### config.mk
export PLATFORM = sky130hd
export DESIGN_NAME = waveform_sample_generator
export DESIGN_NICKNAME = d
export VERILOG_FILES = /design/src/wsg_pkg.sv /design/src/wsg_ctrl.sv /design/src/wsg_datapath.sv /design/src/waveform_sample_generator.sv
export SDC_FILE = /design/constraint.sdc
export NUM_CORES = 2
export LEC_CHECK = 0
export ABC_AREA = 1
export BUFFER_PORTS_ARGS = -buffer_cell sky130_fd_sc_hd__buf_4
export CAP_MARGIN = 40
export CORE_AREA = 2 2 384 386
export CTS_BUF_LIST = sky130_fd_sc_hd__clkbuf_8
export CTS_CLUSTER_DIAMETER = 60
export CTS_CLUSTER_SIZE = 28
export DETAILED_ROUTE_END_ITERATION = 8
export DIE_AREA = 0 0 386 388
export PLACE_DENSITY_LB_ADDON = 0.12
export SYNTH_ARGS = -nofsm -noshare
export SYNTH_HDL_FRONTEND = slang
export SYNTH_SLANG_ARGS = --single-unit
### constraint.sdc
create_clock -name clk -period 13.3 [get_ports clk]
set_input_delay 1.995 -clock clk [delete_from_list [all_inputs] [get_ports clk]]
set_output_delay 1.995 -clock clk [all_outputs]
set_load 0.005 [all_outputs]
### src/wsg_pkg.sv
// Shared types, constants and tables for the waveform sample generator.
// No dependencies; used by the controller, datapath and top level.
`timescale 1ns / 1ps
`default_nettype none
package wsg_pkg;

    localparam int MAX_BURST_DEF     = 64;
    localparam int OUT_FRAC_BITS_DEF = 24;

    localparam logic [31:0] ANGLE_STEP  = 32'd68356572;
    localparam logic [31:0] POS_STEP    = 32'd13421773;
    localparam logic [32:0] POS_MOD     = 33'd2684354560;
    localparam logic [31:0] POS_MID     = 32'd1342177280;
    localparam logic [31:0] LFSR_TAPS   = 32'h80200003;
    localparam logic [31:0] LFSR_SEED   = 32'd1;
    localparam logic signed [35:0] CORDIC_GAIN = 36'sd652032874;
    localparam int CORDIC_STEPS = 28;
    localparam logic [56:0] RECIP_TURN  = 57'd91746578227562540;
    localparam logic [33:0] SIN_EPS     = 34'd1073;
    localparam logic [32:0] POS_EPS     = 33'd134;
    localparam logic signed [35:0] ONE_Q30 = 36'sd1073741824;

    typedef enum logic [2:0] {
        WAVE_SINE     = 3'd0,
        WAVE_TRIANGLE = 3'd1,
        WAVE_SQUARE   = 3'd2,
        WAVE_NOISE    = 3'd3,
        WAVE_SINRECIP = 3'd4,
        WAVE_RECIPSIN = 3'd5
    } wave_t;

    typedef enum logic [2:0] {
        ST_IDLE,
        ST_START,
        ST_DIV1,
        ST_CORDIC,
        ST_DIV2,
        ST_FINISH,
        ST_OUTPUT
    } state_t;

    // commands from the controller to the datapath
    typedef struct packed {
        logic start;     // marks the start of a sample (the datapath does not read it)
        logic div1_init; // start reciprocal-angle divide
        logic div_step;  // one divider iteration
        logic cor_init;  // load CORDIC operands
        logic cor_step;  // one CORDIC iteration
        logic div2_init; // start reciprocal-sine divide
        logic finish;    // form sample, advance accumulators
    } cmd_t;

    typedef struct packed {
        logic div_done;
        logic cor_done;
        logic need_div1;
        logic need_cor;
        logic need_div2;
    } sts_t;

    // arctangent table in turn units
    function automatic logic [29:0] atan_turn(input logic [4:0] i);
        case (i)
            5'd0:  atan_turn = 30'd536870912;
            5'd1:  atan_turn = 30'd316933406;
            5'd2:  atan_turn = 30'd167458907;
            5'd3:  atan_turn = 30'd85004756;
            5'd4:  atan_turn = 30'd42667331;
            5'd5:  atan_turn = 30'd21354465;
            5'd6:  atan_turn = 30'd10680862;
            5'd7:  atan_turn = 30'd5340245;
            5'd8:  atan_turn = 30'd2670163;
            5'd9:  atan_turn = 30'd1335087;
            5'd10: atan_turn = 30'd667544;
            5'd11: atan_turn = 30'd333772;
            5'd12: atan_turn = 30'd166886;
            5'd13: atan_turn = 30'd83443;
            5'd14: atan_turn = 30'd41722;
            5'd15: atan_turn = 30'd20861;
            5'd16: atan_turn = 30'd10430;
            5'd17: atan_turn = 30'd5215;
            5'd18: atan_turn = 30'd2608;
            5'd19: atan_turn = 30'd1304;
            5'd20: atan_turn = 30'd652;
            5'd21: atan_turn = 30'd326;
            5'd22: atan_turn = 30'd163;
            5'd23: atan_turn = 30'd81;
            5'd24: atan_turn = 30'd41;
            5'd25: atan_turn = 30'd20;
            5'd26: atan_turn = 30'd10;
            5'd27: atan_turn = 30'd5;
            default: atan_turn = 30'd0;
        endcase
    endfunction

endpackage
`default_nettype wire

### src/wsg_ctrl.sv
// Controller state machine for the waveform sample generator.
// Depends on wsg_pkg; drives commands into wsg_datapath.
`timescale 1ns / 1ps
`default_nettype none
module wsg_ctrl #(
    parameter int MAX_BURST = wsg_pkg::MAX_BURST_DEF
) (
    input  wire logic          clk,
    input  wire logic          rst_n,
    input  wire logic          in_valid,
    output logic               in_stall,
    input  wire logic [6:0]    in_count,
    output logic               out_valid,
    input  wire logic          out_stall,
    output logic               out_last,
    input  wire wsg_pkg::sts_t sts,
    output wsg_pkg::cmd_t      cmd
);

    localparam logic [6:0] MAX_CNT = 7'(MAX_BURST);

    wsg_pkg::state_t state_reg, state_next;
    logic [6:0] left_reg, left_next;

    // next state
    always_comb
    begin
        state_next = state_reg;
        left_next  = left_reg;
        case (state_reg)
            wsg_pkg::ST_IDLE:
            begin
                if (in_valid && in_count != 7'd0) begin
                    state_next = wsg_pkg::ST_START;
                    left_next  = (in_count > MAX_CNT) ? MAX_CNT : in_count;
                end
            end
            wsg_pkg::ST_START:
            begin
                if (sts.need_div1)
                    state_next = wsg_pkg::ST_DIV1;
                else if (sts.need_cor)
                    state_next = wsg_pkg::ST_CORDIC;
                else
                    state_next = wsg_pkg::ST_FINISH;
            end
            wsg_pkg::ST_DIV1:
            begin
                if (sts.div_done)
                    state_next = wsg_pkg::ST_CORDIC;
            end
            wsg_pkg::ST_CORDIC:
            begin
                if (sts.cor_done)
                    state_next = sts.need_div2 ? wsg_pkg::ST_DIV2 : wsg_pkg::ST_FINISH;
            end
            wsg_pkg::ST_DIV2:
            begin
                if (sts.div_done)
                    state_next = wsg_pkg::ST_FINISH;
            end
            wsg_pkg::ST_FINISH:
            begin
                state_next = wsg_pkg::ST_OUTPUT;
            end
            wsg_pkg::ST_OUTPUT:
            begin
                if (!out_stall) begin
                    left_next  = left_reg - 7'd1;
                    state_next = (left_reg == 7'd1) ? wsg_pkg::ST_IDLE : wsg_pkg::ST_START;
                end
            end
            default: state_next = wsg_pkg::ST_IDLE;
        endcase
    end

    // outputs
    always_comb
    begin
        cmd       = '0;
        in_stall  = (state_reg != wsg_pkg::ST_IDLE);
        out_valid = (state_reg == wsg_pkg::ST_OUTPUT);
        out_last  = (left_reg == 7'd1);
        case (state_reg)
            wsg_pkg::ST_START:
            begin
                cmd.start     = 1'b1;
                cmd.div1_init = sts.need_div1;
                cmd.cor_init  = !sts.need_div1 && sts.need_cor;
            end
            wsg_pkg::ST_DIV1:
            begin
                cmd.div_step = !sts.div_done;
                cmd.cor_init = sts.div_done;
            end
            wsg_pkg::ST_CORDIC:
            begin
                cmd.cor_step  = !sts.cor_done;
                cmd.div2_init = sts.cor_done && sts.need_div2;
            end
            wsg_pkg::ST_DIV2:   cmd.div_step = !sts.div_done;
            wsg_pkg::ST_FINISH: cmd.finish   = 1'b1;
            default: ;
        endcase
    end

    // hold state
    always_ff @(posedge clk or negedge rst_n)
    begin
        if (!rst_n) begin
            state_reg <= wsg_pkg::ST_IDLE;
            left_reg  <= 7'd0;
        end else begin
            state_reg <= state_next;
            left_reg  <= left_next;
        end
    end

endmodule
`default_nettype wire

### src/wsg_datapath.sv
// Datapath: accumulators, noise register, CORDIC, restoring divider, output format.
// Depends on wsg_pkg; steered by wsg_ctrl commands.
`timescale 1ns / 1ps
`default_nettype none
module wsg_datapath #(
    parameter int OUT_FRAC_BITS = wsg_pkg::OUT_FRAC_BITS_DEF
) (
    input  wire logic          clk,
    input  wire logic          rst_n,
    input  wire logic [2:0]    waveform,
    input  wire wsg_pkg::cmd_t cmd,
    output wsg_pkg::sts_t      sts,
    output logic signed [47:0] sample
);

    localparam int DIV_W   = 64;
    localparam int NUM2_SH = 30 + OUT_FRAC_BITS;
    localparam logic signed [63:0] OUT_MAX = 64'sh00007FFFFFFFFFFF;
    localparam logic signed [63:0] OUT_MIN = -OUT_MAX - 64'sd1;

    logic [31:0] angle_reg, pos_reg, lfsr_reg;
    logic [31:0] lfsr_adv;
    logic signed [35:0] cx_reg, cy_reg, cz_reg;
    logic [4:0]  ci_reg;
    logic [DIV_W-1:0] q_reg, r_reg, d_reg;
    logic [6:0]  di_reg;
    logic        neg_reg;
    logic signed [47:0] sample_reg;

    // sign and magnitude of the centred position
    logic signed [32:0] p;
    logic [32:0] pmag;
    assign p    = $signed({1'b0, pos_reg}) - $signed({1'b0, wsg_pkg::POS_MID});
    assign pmag = p[32] ? 33'(-p) : 33'(p);

    // sign and magnitude of the CORDIC result
    logic [33:0] smag;
    assign smag = cy_reg[35] ? 34'(-cy_reg) : 34'(cy_reg);

    logic [2:0] wf;
    assign wf = waveform;
    assign sts.need_div1 = (wf == wsg_pkg::WAVE_SINRECIP) && (pmag > wsg_pkg::POS_EPS);
    assign sts.need_cor  = (wf == wsg_pkg::WAVE_SINE) || (wf == wsg_pkg::WAVE_RECIPSIN);
    assign sts.need_div2 = (wf == wsg_pkg::WAVE_RECIPSIN) && (smag > wsg_pkg::SIN_EPS);
    assign sts.cor_done  = (ci_reg == 5'(wsg_pkg::CORDIC_STEPS));
    assign sts.div_done  = (di_reg == 7'(DIV_W));

    // Galois noise step
    assign lfsr_adv = lfsr_reg[0] ? ((lfsr_reg >> 1) ^ wsg_pkg::LFSR_TAPS) : (lfsr_reg >> 1);

    // CORDIC operand fold from a turn value
    function automatic logic signed [35:0] fold(input logic [31:0] t);
        logic signed [35:0] z;
        z = 36'(signed'(t));
        if (z > wsg_pkg::ONE_Q30)
            z = 36'sh080000000 - z;
        else if (z < -wsg_pkg::ONE_Q30)
            z = -36'sh080000000 - z;
        return z;
    endfunction

    // Q30 to output format, rounded half up and saturated
    function automatic logic signed [47:0] to_out(input logic signed [35:0] v);
        logic signed [63:0] w;
        if (OUT_FRAC_BITS >= 30)
            w = 64'(v) <<< (OUT_FRAC_BITS - 30);
        else
            w = (64'(v) + (64'sd1 <<< (29 - OUT_FRAC_BITS))) >>> (30 - OUT_FRAC_BITS);
        if (w > OUT_MAX) w = OUT_MAX;
        if (w < OUT_MIN) w = OUT_MIN;
        return 48'(w);
    endfunction

    // one restoring divider bit
    logic [DIV_W:0] r_sh;
    logic [DIV_W:0] r_sub;
    assign r_sh  = {r_reg, q_reg[DIV_W-1]};
    assign r_sub = r_sh - {1'b0, d_reg};

    // one CORDIC rotation
    logic signed [35:0] xs, ys;
    logic [29:0] at;
    assign xs = cx_reg >>> ci_reg;
    assign ys = cy_reg >>> ci_reg;
    assign at = wsg_pkg::atan_turn(ci_reg);

    logic [31:0] recip_t;
    assign recip_t = neg_reg ? 32'(33'h100000000 - {1'b0, q_reg[31:0]}) : q_reg[31:0];

    logic signed [35:0] tri_v, noise_v;
    logic [31:0] tt;
    assign tt      = angle_reg + 32'h40000000;
    assign tri_v   = tt[31] ? (36'sh0C0000000 - $signed({4'd0, tt}))
                            : ($signed({4'd0, tt}) - wsg_pkg::ONE_Q30);
    assign noise_v = $signed({4'd0, lfsr_adv >> 1}) - wsg_pkg::ONE_Q30;

    logic [32:0] np;
    assign np = {1'b0, pos_reg} + {1'b0, wsg_pkg::POS_STEP};

    logic signed [63:0] rs;
    assign rs = $signed(q_reg);

    // state registers
    always_ff @(posedge clk or negedge rst_n)
    begin
        if (!rst_n) begin
            angle_reg <= '0;
            pos_reg   <= wsg_pkg::POS_MID;
            lfsr_reg  <= wsg_pkg::LFSR_SEED;
            ci_reg    <= 5'(wsg_pkg::CORDIC_STEPS);
            di_reg    <= 7'(DIV_W);
        end else begin
            if (cmd.finish) begin
                angle_reg <= angle_reg + wsg_pkg::ANGLE_STEP;
                pos_reg   <= (np >= wsg_pkg::POS_MOD) ? 32'(np - wsg_pkg::POS_MOD) : np[31:0];
                if (wf == wsg_pkg::WAVE_NOISE)
                    lfsr_reg <= lfsr_adv;
            end
            if (cmd.cor_init)
                ci_reg <= '0;
            else if (cmd.cor_step)
                ci_reg <= ci_reg + 5'd1;
            if (cmd.div1_init || cmd.div2_init)
                di_reg <= '0;
            else if (cmd.div_step)
                di_reg <= di_reg + 7'd1;
        end
    end

    // datapath payload
    always_ff @(posedge clk)
    begin
        // load divider
        if (cmd.div1_init) begin
            q_reg   <= 64'(wsg_pkg::RECIP_TURN);
            r_reg   <= '0;
            d_reg   <= 64'(pmag);
            neg_reg <= p[32];
        end else if (cmd.div2_init) begin
            q_reg   <= (64'd1 << NUM2_SH) + 64'(smag >> 1);
            r_reg   <= '0;
            d_reg   <= 64'(smag);
            neg_reg <= cy_reg[35];
        end else if (cmd.div_step) begin
            if (!r_sub[DIV_W]) begin
                r_reg <= r_sub[DIV_W-1:0];
                q_reg <= {q_reg[DIV_W-2:0], 1'b1};
            end else begin
                r_reg <= r_sh[DIV_W-1:0];
                q_reg <= {q_reg[DIV_W-2:0], 1'b0};
            end
        end
        // load or rotate CORDIC
        if (cmd.cor_init) begin
            cx_reg <= wsg_pkg::CORDIC_GAIN;
            cy_reg <= '0;
            cz_reg <= fold((wf == wsg_pkg::WAVE_SINRECIP) ? recip_t : angle_reg);
        end else if (cmd.cor_step) begin
            if (!cz_reg[35]) begin
                cx_reg <= cx_reg - ys;
                cy_reg <= cy_reg + xs;
                cz_reg <= cz_reg - $signed({6'd0, at});
            end else begin
                cx_reg <= cx_reg + ys;
                cy_reg <= cy_reg - xs;
                cz_reg <= cz_reg + $signed({6'd0, at});
            end
        end
        // form sample
        if (cmd.finish) begin
            case (wf)
                wsg_pkg::WAVE_SINE:     sample_reg <= to_out(cy_reg);
                wsg_pkg::WAVE_TRIANGLE: sample_reg <= to_out(tri_v);
                wsg_pkg::WAVE_SQUARE:
                    sample_reg <= to_out(angle_reg[31] ? -wsg_pkg::ONE_Q30 : wsg_pkg::ONE_Q30);
                wsg_pkg::WAVE_NOISE:    sample_reg <= to_out(noise_v);
                wsg_pkg::WAVE_SINRECIP:
                    sample_reg <= (pmag > wsg_pkg::POS_EPS) ? to_out(cy_reg) : '0;
                wsg_pkg::WAVE_RECIPSIN:
                begin
                    if (smag <= wsg_pkg::SIN_EPS)
                        sample_reg <= '0;
                    else if (rs > OUT_MAX)
                        sample_reg <= neg_reg ? 48'(OUT_MIN) : 48'(OUT_MAX);
                    else
                        sample_reg <= neg_reg ? 48'(-rs) : 48'(rs);
                end
                default: sample_reg <= '0;
            endcase
        end
    end

    assign sample = sample_reg;

endmodule
`default_nettype wire

### src/waveform_sample_generator.sv
// Waveform sample generator top level: configuration register, controller, datapath.
// Depends on wsg_pkg, wsg_ctrl and wsg_datapath.
//
// Usage: write the waveform code on the cfg channel (cfg_valid/cfg_ready) while
// idle. A request transfer on in_valid/in_stall with sample_count asks for
// 1..MAX_BURST samples (larger counts saturate, zero gives nothing). Samples
// leave on out_valid/out_stall with sample and last; last marks the burst's
// final sample.
// Per sample: triangle, square, noise, the unused codes and sin(1/x) near zero go
// straight to the finish state; sine and 1/sin(x) near zero first run the 28-step
// CORDIC; sin(1/x) and 1/sin(x) also run the restoring divider, before the CORDIC
// for sin(1/x) and after it for 1/sin(x). One burst is handled at a time; the next
// request is taken once the last sample has transferred.
// Reset clears the angle to zero, the position to abscissa zero, the noise
// register to 1 and the waveform to sine.
// While the receiver stalls, the sample is held and no work proceeds.
`timescale 1ns / 1ps
`default_nettype none
module waveform_sample_generator #(
    parameter int MAX_BURST     = wsg_pkg::MAX_BURST_DEF,
    parameter int OUT_FRAC_BITS = wsg_pkg::OUT_FRAC_BITS_DEF
) (
    input  wire logic        clk,
    input  wire logic        rst_n,
    input  wire logic        cfg_valid,
    output logic             cfg_ready,
    input  wire logic [2:0]  waveform,
    input  wire logic        in_valid,
    output logic             in_stall,
    input  wire logic [6:0]  sample_count,
    output logic             out_valid,
    input  wire logic        out_stall,
    output logic signed [47:0] sample,
    output logic             last
);

    logic [2:0] waveform_reg;
    wsg_pkg::cmd_t cmd;
    wsg_pkg::sts_t sts;

    assign cfg_ready = 1'b1;

    // hold waveform selection
    always_ff @(posedge clk or negedge rst_n)
    begin
        if (!rst_n)
            waveform_reg <= 3'(wsg_pkg::WAVE_SINE);
        else if (cfg_valid)
            waveform_reg <= waveform;
    end

    wsg_ctrl #(.MAX_BURST(MAX_BURST)) u_ctrl (
        .clk      (clk),
        .rst_n    (rst_n),
        .in_valid (in_valid),
        .in_stall (in_stall),
        .in_count (sample_count),
        .out_valid(out_valid),
        .out_stall(out_stall),
        .out_last (last),
        .sts      (sts),
        .cmd      (cmd)
    );

    wsg_datapath #(.OUT_FRAC_BITS(OUT_FRAC_BITS)) u_dp (
        .clk      (clk),
        .rst_n    (rst_n),
        .waveform (waveform_reg),
        .cmd      (cmd),
        .sts      (sts),
        .sample   (sample)
    );

endmodule
`default_nettype wire

==> run metrics <==
status=completed; Hold Crit Start=u_dp.q_reg[61]; initial core utilization=29.9%; worst rel slew slack=a little under two fifths; Worst EP required=13830 ps; Clock Path Buffers=3; setup_tns=0 ps; Worst-Margin Slew=920 ps; worst hold stages=2; setup bufs post-CTS=0; pre-CTS setup slack=6740 ps; Root Buffer=clkbuf_8; Fmax=154 MHz; Max-cap violations=0; register area share after synthesis=24.3%; simple-gate share of the synthesized area=39.0%; RSZ-0062 raised after global routing=false; final critical-path required period=around 6500 ps; CP top delay family=compound AO/OA/AOI/OAI gates; largest area contributor in the netlist=nand2_1; vias in the first global route=44500; Post-DRT Antenna Nets=0; commonest non-fill, non-tap cell in the layout=nand2_1; Compound-Gate Fraction of Synth Area=14.0%; area of the mapped netlist=between 0.04 and 0.05 mm2; CP startpoint kind=register; Site Rows=140; grt total ovfl=0; first-pass GRT wire length=around 280000 um; H-tree depth=3; CP Capture Type=register; clk slew on worst S/H paths=around 100 ps; largest net degree at the start of global routing=86; Sink Count=438; CTS tree=done; endpoints failing hold=0; syn avg cell area=approximately 6 um2; R2R cell count=26; synthesized flop and latch total=438; fill cell count=between 15000 and 20000; Final WS setup=6820 ps; Worst Path Arrival=between 7000 and 8000 ps; Area contributors post-synth=nand2_1, nand3_1, dfxtp_1; Vias=46600; Final Util=between 30% and 40%; Hold-fix buffers, CTS=0; worst hold path class=reg -> reg; sum of buffers and inverters on the critical path=6; commonest non-fill, non-tap cells in the layout=nand2_1, nand3_1, inv_1; Final setup viols=0; number of remaining DRC errors=0; Seq. cell area=0.0106 mm2; Layout Skew=between 70 and 80 ps; slowest cell delay on critical path=730 ps; async set-or-reset flop fraction in the synthesized netlist=27.2%; TritonCTS buffer count=77; Adder-Cell Fraction of Synth Area=5.17%; Slew Viols, Final=0; Clock Latency Late Sink=820 ps; Post-Synth XOR/XNOR Area=under 10%; crit path kind=reg -> reg; ratio of cells with drive above 1 in the final layout=5.88%; area delta synth->final=9.02%; share of the synthesized area in the top cell type=between 10% and 20%; Post-Synthesis Net Count=7255; crit path max fanout=approximately 70; port bufs=65; RR Startpoint=u_dp.ci_reg[1]; NumNets Final=7163; reg2reg end=u_dp.cz_reg[29]; drt pass-1 iters=6; gr usage total=23.7%; number of flops mapped to enable cells by yosys=between 100 and 150; placed instance count=8808; gpl congestion=0.931; Placeable Area=0.145 mm2; Syn Inst Count=7063; Cell variety after synth=70; ys flop type=dfxtp_1; DR iter-0 viols=3880; hold worst-path end=u_dp.q_reg[61]; period utilisation layout=around 49%; Crit-path slowest cell=nor2_1; area occupied by multi-input gates=0.0286 mm2; reg-to-reg slack, setup=6820 ps; post-route insts no fill=between 8000 and 9000; combinational family with the most area after synthesis=simple AND/OR/NAND/NOR gates; drt wl/cell=20.2 um; Synth warnings=0; IO Pins=67; dpl hpwl=140000 um; Die Ht=388 um; Die Area=0.150 mm2; Routed WL=181000 um; Die W=386 um; post-CTS sizing=0; initial antenna violation count=1; Avg Vias per Cell=5.21; mux share of post-synthesis cell area=0%
[metal layers]
| metal | share of wire [%] | GRT usage, % | wire [um] |
|---|---|---|---|
| met4 | 3.1 | 7.65 | 5610 |
| met1 | 47 | 33.1 | 85500 |
| met5 | 0 | 0 | 0 |
| met2 | 45 | 37.8 | 81000 |
| met3 | 4.7 | 2.56 | 8550 |
[kinds of logic after synthesis]
family / Yosys count
simple gates: 3901
other cells: 1
buf+inv: 1073
flops: 438
fa+ha+maj: 177
xor+xnor: 376
compound gates: 1097
[tightest hold or removal path, cell delays in order, from the launching register on]
cell     delay [ps]
dfxtp_1         320
inv_1            60
o21ai_1          60
[Yosys cell counts, drive strengths merged (2+ instances only)]
| library cell | number |
|---|---|
| a211o | 2 |
| a211oi | 11 |
| a21boi | 8 |
| a21o | 11 |
| a21oi | 400 |
| a221oi | 8 |
| a22oi | 4 |
| a31oi | 35 |
| and2 | 4 |
| and3 | 4 |
| buf | 160 |
| clkbuf | 133 |
| clkinv | 7 |
| dfrtp | 112 |
| dfstp | 7 |
| dfxtp | 201 |
| edfxtp | 118 |
| fa | 4 |
| ha | 173 |
| inv | 773 |
| nand2 | 1956 |
| nand3 | 815 |
| nand3b | 29 |
| nand4 | 192 |
| nor2 | 708 |
| nor3 | 99 |
| nor3b | 4 |
| nor4 | 39 |
| o2111ai | 2 |
| o211ai | 78 |
| o21a | 15 |
| o21ai | 483 |
| o21bai | 7 |
| o221ai | 12 |
| o22ai | 7 |
| o31ai | 8 |
| o41ai | 4 |
| or2 | 48 |
| xnor2 | 79 |
| xor2 | 297 |
[cell type report]
cell class                      instances  area share, %
Antenna cell                            2         0.0106
Clock buffer                           81           2.35
Clock inverter                         63           1.37
Inverter                              780           6.20
Multi-Input combinational cell       5552           60.5
Sequential cell                       438           22.3
Tap cell                             1917           5.07
Timing Repair Buffer                  122           2.24
[stage by stage]
stage	hold slack, ps	instance area (um2)
2_1_floorplan	442	43400
3_3_place_gp	461	45300
3_5_place_dp	466	45600
4_1_cts	483	47300
5_1_grt	515	47300
6_report	486	47300
[how the worst max path moves through the flow]
stage | from | end | slack [ps] | depth (start not counted)
2_1_floorplan | u_dp.ci_reg[1] | u_dp.cz_reg[29] | 8320 | 30
4_1_cts | u_dp.ci_reg[1] | u_dp.cz_reg[29] | 6740 | 26
3_3_place_gp | u_dp.ci_reg[0] | u_dp.cz_reg[29] | 6400 | 30
5_1_grt | u_dp.ci_reg[1] | u_dp.cz_reg[29] | 6050 | 27
6_report | u_dp.ci_reg[1] | u_dp.cz_reg[29] | 6820 | 26
3_5_place_dp | u_dp.ci_reg[1] | u_dp.cz_reg[29] | 6740 | 26
Power is not shown: default switching activity piles up to over one toggle a cycle in this logic, so the estimate is an artifact.
